**src/rtl/sct_pkg.sv**
```systemverilog
// Shared types and constants for the spline curve tessellator.
// Payload structs, controller states, datapath operation codes, saturation helper.
// No dependencies.
`timescale 1ns / 1ps

package sct_pkg;

  localparam int COORD_W = 32;
  localparam int SUB_W   = 8;
  localparam int T_W     = 17;              // t in unsigned Q1.16, 0..65536
  localparam int DIV_W   = SUB_W + 16;      // dividend i*65536 + S/2
  localparam int COEF_W  = COORD_W + 5;     // largest spline coefficient
  localparam int ACC_W   = COORD_W + 8;
  localparam int PROD_W  = COEF_W + T_W + 1;

  localparam logic [1:0] MODE_SPLINE = 2'd0;
  localparam logic [1:0] MODE_LINE   = 2'd1;
  localparam logic [1:0] MODE_POLY   = 2'd2;

  localparam logic [1:0] REG_MODE    = 2'd0;
  localparam logic [1:0] REG_CLOSED  = 2'd1;
  localparam logic [1:0] REG_SUBDIV  = 2'd2;

  localparam logic OPC_LOAD = 1'b0;

  typedef struct packed {
    logic                       opcode;
    logic signed [COORD_W-1:0]  px;
    logic signed [COORD_W-1:0]  py;
    logic signed [COORD_W-1:0]  pz;
  } item_t;

  typedef struct packed {
    logic signed [COORD_W-1:0]  qx;
    logic signed [COORD_W-1:0]  qy;
    logic signed [COORD_W-1:0]  qz;
    logic                       no_points;
    logic                       final_sample;
  } result_t;

  typedef enum logic [3:0] {
    ST_IDLE, ST_DIV, ST_READ, ST_T2, ST_T3, ST_COEF, ST_MUL1, ST_MUL2,
    ST_MUL3, ST_FINISH, ST_PASS, ST_OUT
  } state_t;

  typedef enum logic [3:0] {
    OP_NONE, OP_LOAD, OP_DIV_INIT, OP_DIV_STEP, OP_READ, OP_T2, OP_T3,
    OP_COEF, OP_MUL1, OP_MUL2, OP_MUL3, OP_FIN, OP_PASS
  } op_t;

  typedef struct packed {
    op_t              op;
    logic             latch;
    logic [1:0]       slot;
    logic [1:0]       coord;
    logic             line;
    logic [SUB_W-1:0] sample;
    logic [SUB_W-1:0] divisor;
  } cmd_t;

  function automatic logic signed [COORD_W-1:0] sat_coord(
      input logic signed [ACC_W-1:0] v);
    logic signed [ACC_W-1:0] mx;
    logic signed [ACC_W-1:0] mn;
    mx = ACC_W'((64'sd1 <<< (COORD_W - 1)) - 64'sd1);
    mn = -mx - ACC_W'(1);
    if (v > mx) begin
      return mx[COORD_W-1:0];
    end else if (v < mn) begin
      return mn[COORD_W-1:0];
    end
    return v[COORD_W-1:0];
  endfunction

endpackage

```
**src/rtl/sct_ctrl.sv**
```systemverilog
// Controller for the spline curve tessellator: state machine, point count,
// curve position, store addressing and sequencing of the datapath.
// Depends on sct_pkg.
`timescale 1ns / 1ps

module sct_ctrl import sct_pkg::*; #(
  parameter int MAX_POINTS = 64
) (
  input  logic                     clk,
  input  logic                     rst,
  input  logic                     start,
  input  logic                     opcode,
  output logic                     busy,
  input  logic                     cfg_clear,
  input  logic [1:0]               curve_mode,
  input  logic                     closed_loop,
  input  logic [SUB_W-1:0]         subdivisions,
  input  logic                     differ,
  output cmd_t                     cmd,
  output logic [((MAX_POINTS > 1) ? $clog2(MAX_POINTS) : 1)-1:0] addr,
  output logic                     done,
  output logic                     no_points,
  output logic                     final_sample
);

  localparam int AW = (MAX_POINTS > 1) ? $clog2(MAX_POINTS) : 1;
  localparam int PW = $clog2(MAX_POINTS + 1);

  state_t state, state_next;

  logic [PW-1:0]    total;
  logic [PW-1:0]    seg;
  logic [SUB_W-1:0] smp;
  logic [4:0]       cnt;
  logic [1:0]       coord;
  logic             no_pts;
  logic             fin;

  logic             accept;
  logic             full;
  logic [SUB_W-1:0] sdiv;
  logic [1:0]       mode;
  logic             line;
  logic [PW:0]      n_w;
  logic [PW:0]      seg_w;
  logic [PW:0]      sel;
  logic [PW:0]      off;
  logic [PW:0]      idx;
  logic [PW:0]      len;
  logic [PW:0]      segs;
  logic             fin_now;
  logic             to_out;

  assign accept = start && (state == ST_IDLE);
  assign full   = (total == PW'(MAX_POINTS));
  assign sdiv   = (subdivisions == '0) ? SUB_W'(1) : subdivisions;
  assign n_w    = {1'b0, total};
  assign seg_w  = {1'b0, seg};

  always_comb begin
    if (total == PW'(1)) begin
      mode = MODE_POLY;
    end else if (curve_mode == MODE_POLY || curve_mode == MODE_LINE) begin
      mode = curve_mode;
    end else begin
      mode = MODE_SPLINE;
    end
  end
  assign line = (mode == MODE_LINE);

  // store address for read slot cnt[1:0]
  always_comb begin
    off = '0;
    idx = '0;
    sel = '0;
    if (mode != MODE_SPLINE) begin
      case (cnt[1:0])
        2'd0:    sel = '0;
        2'd1:    sel = n_w - 1'b1;
        2'd2:    sel = (seg_w == n_w) ? '0 : seg_w;
        default: sel = '0;
      endcase
    end else begin
      off = seg_w + {{(PW-1){1'b0}}, cnt[1:0]};
      idx = off - 1'b1;
      if (off == '0) begin
        sel = closed_loop ? (n_w - 1'b1) : '0;
      end else if (idx >= n_w) begin
        sel = closed_loop ? (idx - n_w) : (n_w - 1'b1);
      end else begin
        sel = idx;
      end
    end
  end

  assign len  = n_w + {{PW{1'b0}}, closed_loop & differ};
  assign segs = closed_loop ? n_w : (n_w - 1'b1);

  always_comb begin
    case (mode)
      MODE_POLY: fin_now = (seg_w + 1'b1) >= len;
      MODE_LINE: fin_now = smp >= sdiv;
      default:   fin_now = ((seg_w + 1'b1) >= segs) && (smp >= sdiv);
    endcase
  end

  assign to_out = (state == ST_PASS) || (state == ST_FINISH && coord == 2'd2);

  // next state
  always_comb begin
    state_next = state;
    case (state)
      ST_IDLE: begin
        if (accept && opcode != OPC_LOAD) begin
          if (total == '0) begin
            state_next = ST_OUT;
          end else if (mode == MODE_POLY) begin
            state_next = ST_READ;
          end else begin
            state_next = ST_DIV;
          end
        end
      end
      ST_DIV:    if (cnt == 5'(DIV_W - 1)) state_next = ST_READ;
      ST_READ: begin
        if (cnt == 5'd4) begin
          if (mode == MODE_POLY) begin
            state_next = ST_PASS;
          end else if (line) begin
            state_next = ST_COEF;
          end else begin
            state_next = ST_T2;
          end
        end
      end
      ST_T2:     state_next = ST_T3;
      ST_T3:     state_next = ST_COEF;
      ST_COEF:   state_next = ST_MUL1;
      ST_MUL1:   state_next = line ? ST_FINISH : ST_MUL2;
      ST_MUL2:   state_next = ST_MUL3;
      ST_MUL3:   state_next = ST_FINISH;
      ST_FINISH: state_next = (coord == 2'd2) ? ST_OUT : ST_COEF;
      ST_PASS:   state_next = ST_OUT;
      ST_OUT:    state_next = ST_IDLE;
      default:   state_next = ST_IDLE;
    endcase
  end

  // datapath commands
  always_comb begin
    cmd         = '0;
    cmd.op      = OP_NONE;
    cmd.coord   = coord;
    cmd.line    = line;
    cmd.sample  = smp;
    cmd.divisor = sdiv;
    addr        = sel[AW-1:0];
    case (state)
      ST_IDLE: begin
        addr = total[AW-1:0];
        if (accept && opcode == OPC_LOAD && !full) begin
          cmd.op = OP_LOAD;
        end else if (accept && opcode != OPC_LOAD) begin
          cmd.op = OP_DIV_INIT;
        end
      end
      ST_DIV: cmd.op = OP_DIV_STEP;
      ST_READ: begin
        cmd.op    = OP_READ;
        cmd.latch = (cnt != '0);
        cmd.slot  = 2'(cnt[2:0] - 3'd1);
      end
      ST_T2:     cmd.op = OP_T2;
      ST_T3:     cmd.op = OP_T3;
      ST_COEF:   cmd.op = OP_COEF;
      ST_MUL1:   cmd.op = OP_MUL1;
      ST_MUL2:   cmd.op = OP_MUL2;
      ST_MUL3:   cmd.op = OP_MUL3;
      ST_FINISH: cmd.op = OP_FIN;
      ST_PASS:   cmd.op = OP_PASS;
      default:   cmd.op = OP_NONE;
    endcase
  end

  assign busy         = (state != ST_IDLE);
  assign done         = (state == ST_OUT);
  assign no_points    = no_pts;
  assign final_sample = fin;

  always_ff @(posedge clk) begin
    if (rst) begin
      state  <= ST_IDLE;
      total  <= '0;
      seg    <= '0;
      smp    <= '0;
      cnt    <= '0;
      coord  <= '0;
      no_pts <= 1'b0;
      fin    <= 1'b0;
    end else begin
      state <= state_next;
      cnt   <= (state_next != state) ? '0 : cnt + 5'd1;
      if (cfg_clear) begin
        seg <= '0;
        smp <= '0;
      end
      if (accept) begin
        coord  <= '0;
        no_pts <= (total == '0) && (opcode != OPC_LOAD);
        fin    <= 1'b0;
        if (opcode == OPC_LOAD) begin
          if (!full) total <= total + 1'b1;
          seg <= '0;
          smp <= '0;
        end
      end
      if (state == ST_FINISH) coord <= coord + 2'd1;
      if (to_out) begin
        fin <= fin_now;
        if (fin_now) begin
          seg <= '0;
          smp <= '0;
        end else begin
          case (mode)
            MODE_POLY: seg <= seg + 1'b1;
            MODE_LINE: smp <= smp + 1'b1;
            default: begin
              if (smp < sdiv) begin
                smp <= smp + 1'b1;
              end else begin
                seg <= seg + 1'b1;
                smp <= SUB_W'(1);
              end
            end
          endcase
        end
      end
    end
  end

endmodule

```
**config.mk**
```make
export PLATFORM = sky130hd
export DESIGN_NAME = sct_ctrl
export DESIGN_NICKNAME = d
export VERILOG_FILES = /design/src/rtl/sct_pkg.sv /design/src/rtl/sct_ctrl.sv
export SDC_FILE = /design/constraint.sdc
export NUM_CORES = 1
export LEC_CHECK = 0
export BUFFER_PORTS_ARGS = -buffer_cell sky130_fd_sc_hd__buf_2
export CAP_MARGIN = 20
export CORE_MARGIN = 5
export CORE_UTILIZATION = 42
export DETAILED_ROUTE_END_ITERATION = 10
export GPL_TIMING_DRIVEN = 0
export PLACE_DENSITY = 0.67
export SYNTH_ARGS = -nofsm -noshare
export SYNTH_HDL_FRONTEND = slang
export SYNTH_SLANG_ARGS = --single-unit
```
**constraint.sdc**
```tcl
create_clock -name clk -period 7.9 [get_ports clk]
set_input_delay 1.58 -clock clk [delete_from_list [all_inputs] [get_ports clk]]
set_output_delay 1.58 -clock clk [all_outputs]
set_load 0.005 [all_outputs]
```
Yosys cells after proc, flatten, opt, wreduce, memory -nomap -nowiden
Index checks and enable logic that the tools add are counted.
Cells by class
  add/sub/neg operators: 12
  $lt $le $gt $ge: 5
  equality and inequality tests: 24
  mux-type cells: 45
  bitwise operators: 3
  reductions and logical operators: 21
Operators with widths (number)
  $pmux 4 s11: 2
  $mux 8: 8
  $mux 6: 7
  $mux 7: 6
  $mux 4: 7
  $ge 8x8->1: 3
  $eq 4x3->1 const B: 4
  $eq 4x4->1 const B: 4
  $logic_not 8->1: 2
  $pmux 8 s2: 1
  $add 7x1->7 const B: 2
  $mux 2: 7
  $pmux 7 s2: 1
  $pmux 6 s2: 1
  $add 7x1->8: 1
  $add 7x1->8 const B: 1
  $add 7x2->8: 1
  $add 8x1->8 const B: 1
  $eq 2x2->1 const B: 4
  $eq 4x2->1 const B: 2
  $ge 8x7->1: 1
  $lt 8x8->1: 1
  $sub 7x1->8 const B: 1
  $sub 8x1->8 const B: 1
  other kinds (27): 41
Word-level totals
  register bits after elaboration: 35
  bits of input ports: 17
  output and inout port bits: 36
  logic and storage cells: 118

Logic depth before layout (Yosys ltp)
  depth in word-level cells: 11
  mapped depth: 18
  depth with buffers taken out: 16

Worst setup path after synthesis
No wires, ideal clock.
  kind: flip-flop to output port
  start point: register seg[0]
  end point: output addr[1] (netlist name)
  arrival: 3933 ps
  data required time: 6320 ps
  slack: 2387 ps
  stages on the path, launching flop included: 19
  buffers on the path: 2
  cells stage by stage: dfxtp_1 ha_1 inv_1 fa_1 nand2b_1 buf_2 or3_1 o32ai_1 a22oi_1 xnor2_1 ha_1 a21o_1 a21oi_1 o21a_1 o311a_1 buf_6 mux2_1 o211ai_2 o21a_1
On the way
  word-level cells in the longest chain between the ends: 8
  elaborated cells between the ends (all ways): 13
RTL lines
  start, declared: RTL line sct_ctrl.sv:32  | logic [PW-1:0] seg;
  start signal, assigned: RTL line sct_ctrl.sv:225  | MODE_POLY: seg <= seg + 1'b1;
  start signal, assigned: RTL line sct_ctrl.sv:231  | seg <= seg + 1'b1;
  $add 7x2->8: RTL line sct_ctrl.sv:84  | off = seg_w + {{(PW-1){1'b0}}, cnt[1:0]};
  $sub 8x1->8: RTL line sct_ctrl.sv:85  | idx = off - 1'b1;
  $sub 6x6->6: RTL line sct_ctrl.sv:89  | sel = closed_loop ? (idx - n_w) : (n_w - 1'b1);
  $mux 6: RTL line sct_ctrl.sv:89
  $mux 6: RTL line sct_ctrl.sv:88  | end else if (idx >= n_w) begin
  $mux 6: RTL line sct_ctrl.sv:86  | if (off == '0) begin
  $mux 6 (*): RTL line sct_ctrl.sv:76  | if (mode != MODE_SPLINE) begin
  $mux 6 (*): RTL line sct_ctrl.sv:158  | case (state)
  end, declared: RTL line sct_ctrl.sv:20  | output logic [((MAX_POINTS > 1) ? $clog2(MAX_POINTS) : 1)-1:0] addr,
Mark *: on every way between the ends. The rest lies on a longest branch, timed or not.

Worst setup path after layout
Same ends and word-level chain as after synthesis.

==> impl_metrics.yaml <==
status:
  status: "completed"
clock_tree:
  cts_inserted_buffers: 5
  cts_tree: "yes"
  cts_htree_levels: 2
  clk_latency_ns: 0.29
  clkSinkCount: 35
  post_cts_buffers: 0
  cts_hold_buf: 0
  cts_root_buffer: "clkbuf_8"
  clkTransAtPathRegs_ns: 0.08
  clockBufferDepth: 2
  post_cts_resized: 0
critical_path:
  arrival_ns: 4.84
  start_kind: "flip-flop"
  crit_start: "seg[0]"
  end_kind: "output pin"
  crit_path_max_incr_delay_ns: 0.55
  path_cells: "ha_1 > inv_1 > fa_1 > nand2b_1 > buf_2 > or3_1 > o32ai_1 > a22oi_1 > xnor2_1 > ha_1 > a21o_1 > a21oi_1 > o21a_1 > o311a_1 > buf_6 > mux2_1 > o211ai_2 > o21a_1 > buf_2"
  worst-r2r-setup-slack_ns: 3.85
  required_ns: 6.32
  reg2reg_to: "seg[6]"
  r2r_start: "total[0]"
  cp_slowest_cell: "dfxtp_1"
  worst-path-stages: 19
  crit_end: "addr[1]"
  critPathBufInv: 4
  worst-path-max-fanout: 9
  ff2ff_path_depth: 14
  critPathKind: "reg -> out"
  crit_family: "compound AO/OA/AOI/OAI gates"
grt:
  grt_pass1_vias: 4396
  grt_pass1_wl_um: 21300
  antenna_found_initial: 0
  grt_usage_pct: 19.7
  gr-total-overflow: 0
  grt_max_degree: 13
sta:
  maxSlewHeadroom_pct: 53.2
  clock_skew_ns: 0.0110
  fin_crit_sh_pct: 81.3
  min_period_ns: 6.42
  worst_pin_slew_ns: 0.693
  fin_ws_ns: 1.48
  hold_viol: 0
  setup-violations-final: 0
  drv_slew: 0
  tns_ns: 0
  rsz0062_at_grt: "false"
  fmax_mhz: 156
detailed_routing:
  drc: 0
  viasPerCell: 5.81
  drt_wl_total_um: 12900
  antenna_left: 0
  vias: 4638
  drt_first_pass_iters: 8
  drt_iter0_markers: 533
  wire_per_inst_um: 16.2
layout:
  antennaDiodeCount: 0
  num-nets-final: 733
  regArea_um2: 701
  drive_gt1_share_pct: 14.0
  area_delta_synth_final_pct: 12.0
  fillers: 1027
  final_core_util_pct: 48.6
  finalNonFillerCells: 798
  multiInputGateArea_um2: 3480
synth:
  yosysSeqAreaShare_pct: 15.5
  syn_inst: 602
  synthTopCellsByArea: "dfxtp_1 (15%), ha_1 (15%), xnor2_1 (6.6%)"
  syn_area_per_cell_um2: 7.51
  yosysTopAreaCellShare_pct: 15.5
  ys_types: 78
  synth_edf_count: 0
  yosys_warnings: 0
  ys_ff_latch: 35
  yosysMostFrequentCell: "ha_1"
  synth_fp_nets: 674
  syn_area_um2: 4520
  synth_flop_cell: "dfxtp_1"
  async_flop_share_pct: 0
  synth_area_leader_cell: "dfxtp_1"
  synth.top_cells.by_count: "ha_1 (53), nand2_1 (49), nor2_1 (43), inv_1 (42), dfxtp_1 (35)"
placement:
  hpwl_um: 10300
  dp_slack_ns: 1.85
  port-buffer-count: 52
  dp_cells: 790
  place_congestion: 0.921
die:
  coreArea_um2: 10400
  initial_utilization_pct: 43.4
  die_w_um: 114
  dieArea_um2: 12900
  pin_count: 53
  die_y_um: 114
  rows: 37
hold_path:
  whs_path_depth: 2
  hold_start: "no_points"
  min_path_type: "reg -> reg"
power_and_ir_drop:
  design_power_total_w: 0.00106
  leakagePower_nw: 2.18
  ir_drop_uv: 157
  powerDensity_nw_per_um2: 209
job:
  cap_violations: 0
==> cells by family (layout without fill, tap and decap cells) <==
kind of cell	Yosys count	count (layout)	synth area share (%)
and+or+nand+nor	218	218	25.8
xor gates and xnor gates	49	49	9.49
adders and majority gates	55	55	15.5
buffers and inverters	83	143	7.55
AOI/OAI and AO/OA	154	154	24.3
muxes	8	8	1.80
DFF	35	35	15.5
==> worst min-delay path by stage <==
stage,end,slack [ns]
after global placement,no_points,0.45
after floorplan,no_points,0.45
after CTS,no_points,0.46
final,no_points,0.46
after detailed placement,no_points,0.45
after global routing,no_points,0.50
==> worst register-to-register path, stage by stage (launching register included) <==
cell and delay (ns):
dfxtp_1 0.48, clkbuf_1 0.41, inv_1 0.24, ha_1 0.31, nor2b_1 0.21, and3_1 0.21, xnor2_1 0.14, ha_1 0.32
nand2_1 0.04, o21ai_0 0.19, a21oi_1 0.11, o41ai_1 0.58, buf_2 0.36, nor2_1 0.10, a22o_1 0.25
==> layer usage <==
metal  global-route usage [%]  vias to the layer above  wire length [um]  share of wire, %
met1                     26.6                     2197              5840                45
met5                        0                        -                 0                 0
met4                     4.35                        0               152               1.2
met3                     3.24                       18               746               5.8
met2                     32.9                      144              6210                48
li1                         -                     2279                 -                 -
==> cells in the final DEF, fill, tap and decap left out, types with 6 or more instances in the layout <==
cell type,netlist,routed
ha_1,53,53
nand3_1,24,24
nand2_1,49,49
a21o_1,11,11
a22oi_1,6,6
and3_1,8,8
nor2b_1,13,13
or3_1,6,6
a22o_1,6,6
and2_1,7,7
a21oi_1,31,31
mux2i_1,7,7
o21a_1,9,9
dfxtp_1,35,35
nor2_1,43,43
buf_2,6,58
clkbuf_1,26,26
nor3_1,17,17
nand2b_1,11,11
or2_2,8,8
xnor2_1,34,34
inv_1,42,42
xor2_1,15,15
a211oi_1,8,8
o21ai_0,26,26
nand4_1,8,8
a31oi_1,9,9
==> stage by stage <==
stage	hold WS (ns)	cell area, um2
floorplan	0.453	4520
global placement	0.451	4950
detailed placement	0.454	4950
CTS	0.464	5070
global route	0.495	5070
finish	0.457	5070
==> area by class of cell <==
| class | count | area share [%] |
|---|---|---|
| timing repair buffer | 52 | 5.14 |
| clock buffer | 5 | 1.36 |
| clock inverter | 3 | 0.864 |
| buffer | 39 | 3.48 |
| sequential | 35 | 13.8 |
| multi-input combinational | 484 | 68.7 |
| tap | 136 | 3.36 |
| inverter | 44 | 3.26 |
==> power by group <==
group          total (W)  switching, W  leakage [nW]  internal [W]
clock network   0.000166     0.0000724        0.0581     0.0000941
logic           0.000684      0.000402          1.84      0.000281
registers       0.000211     0.0000202         0.283      0.000190
==> sequential cells by signal (all words and copies together) (netlist names) <==
signal,cells
coord,2
total,7
seg,7
no_points,1
cnt,5
final_sample,1
state,4
smp,8
Note: power is estimated with default switching activity, not from simulation.
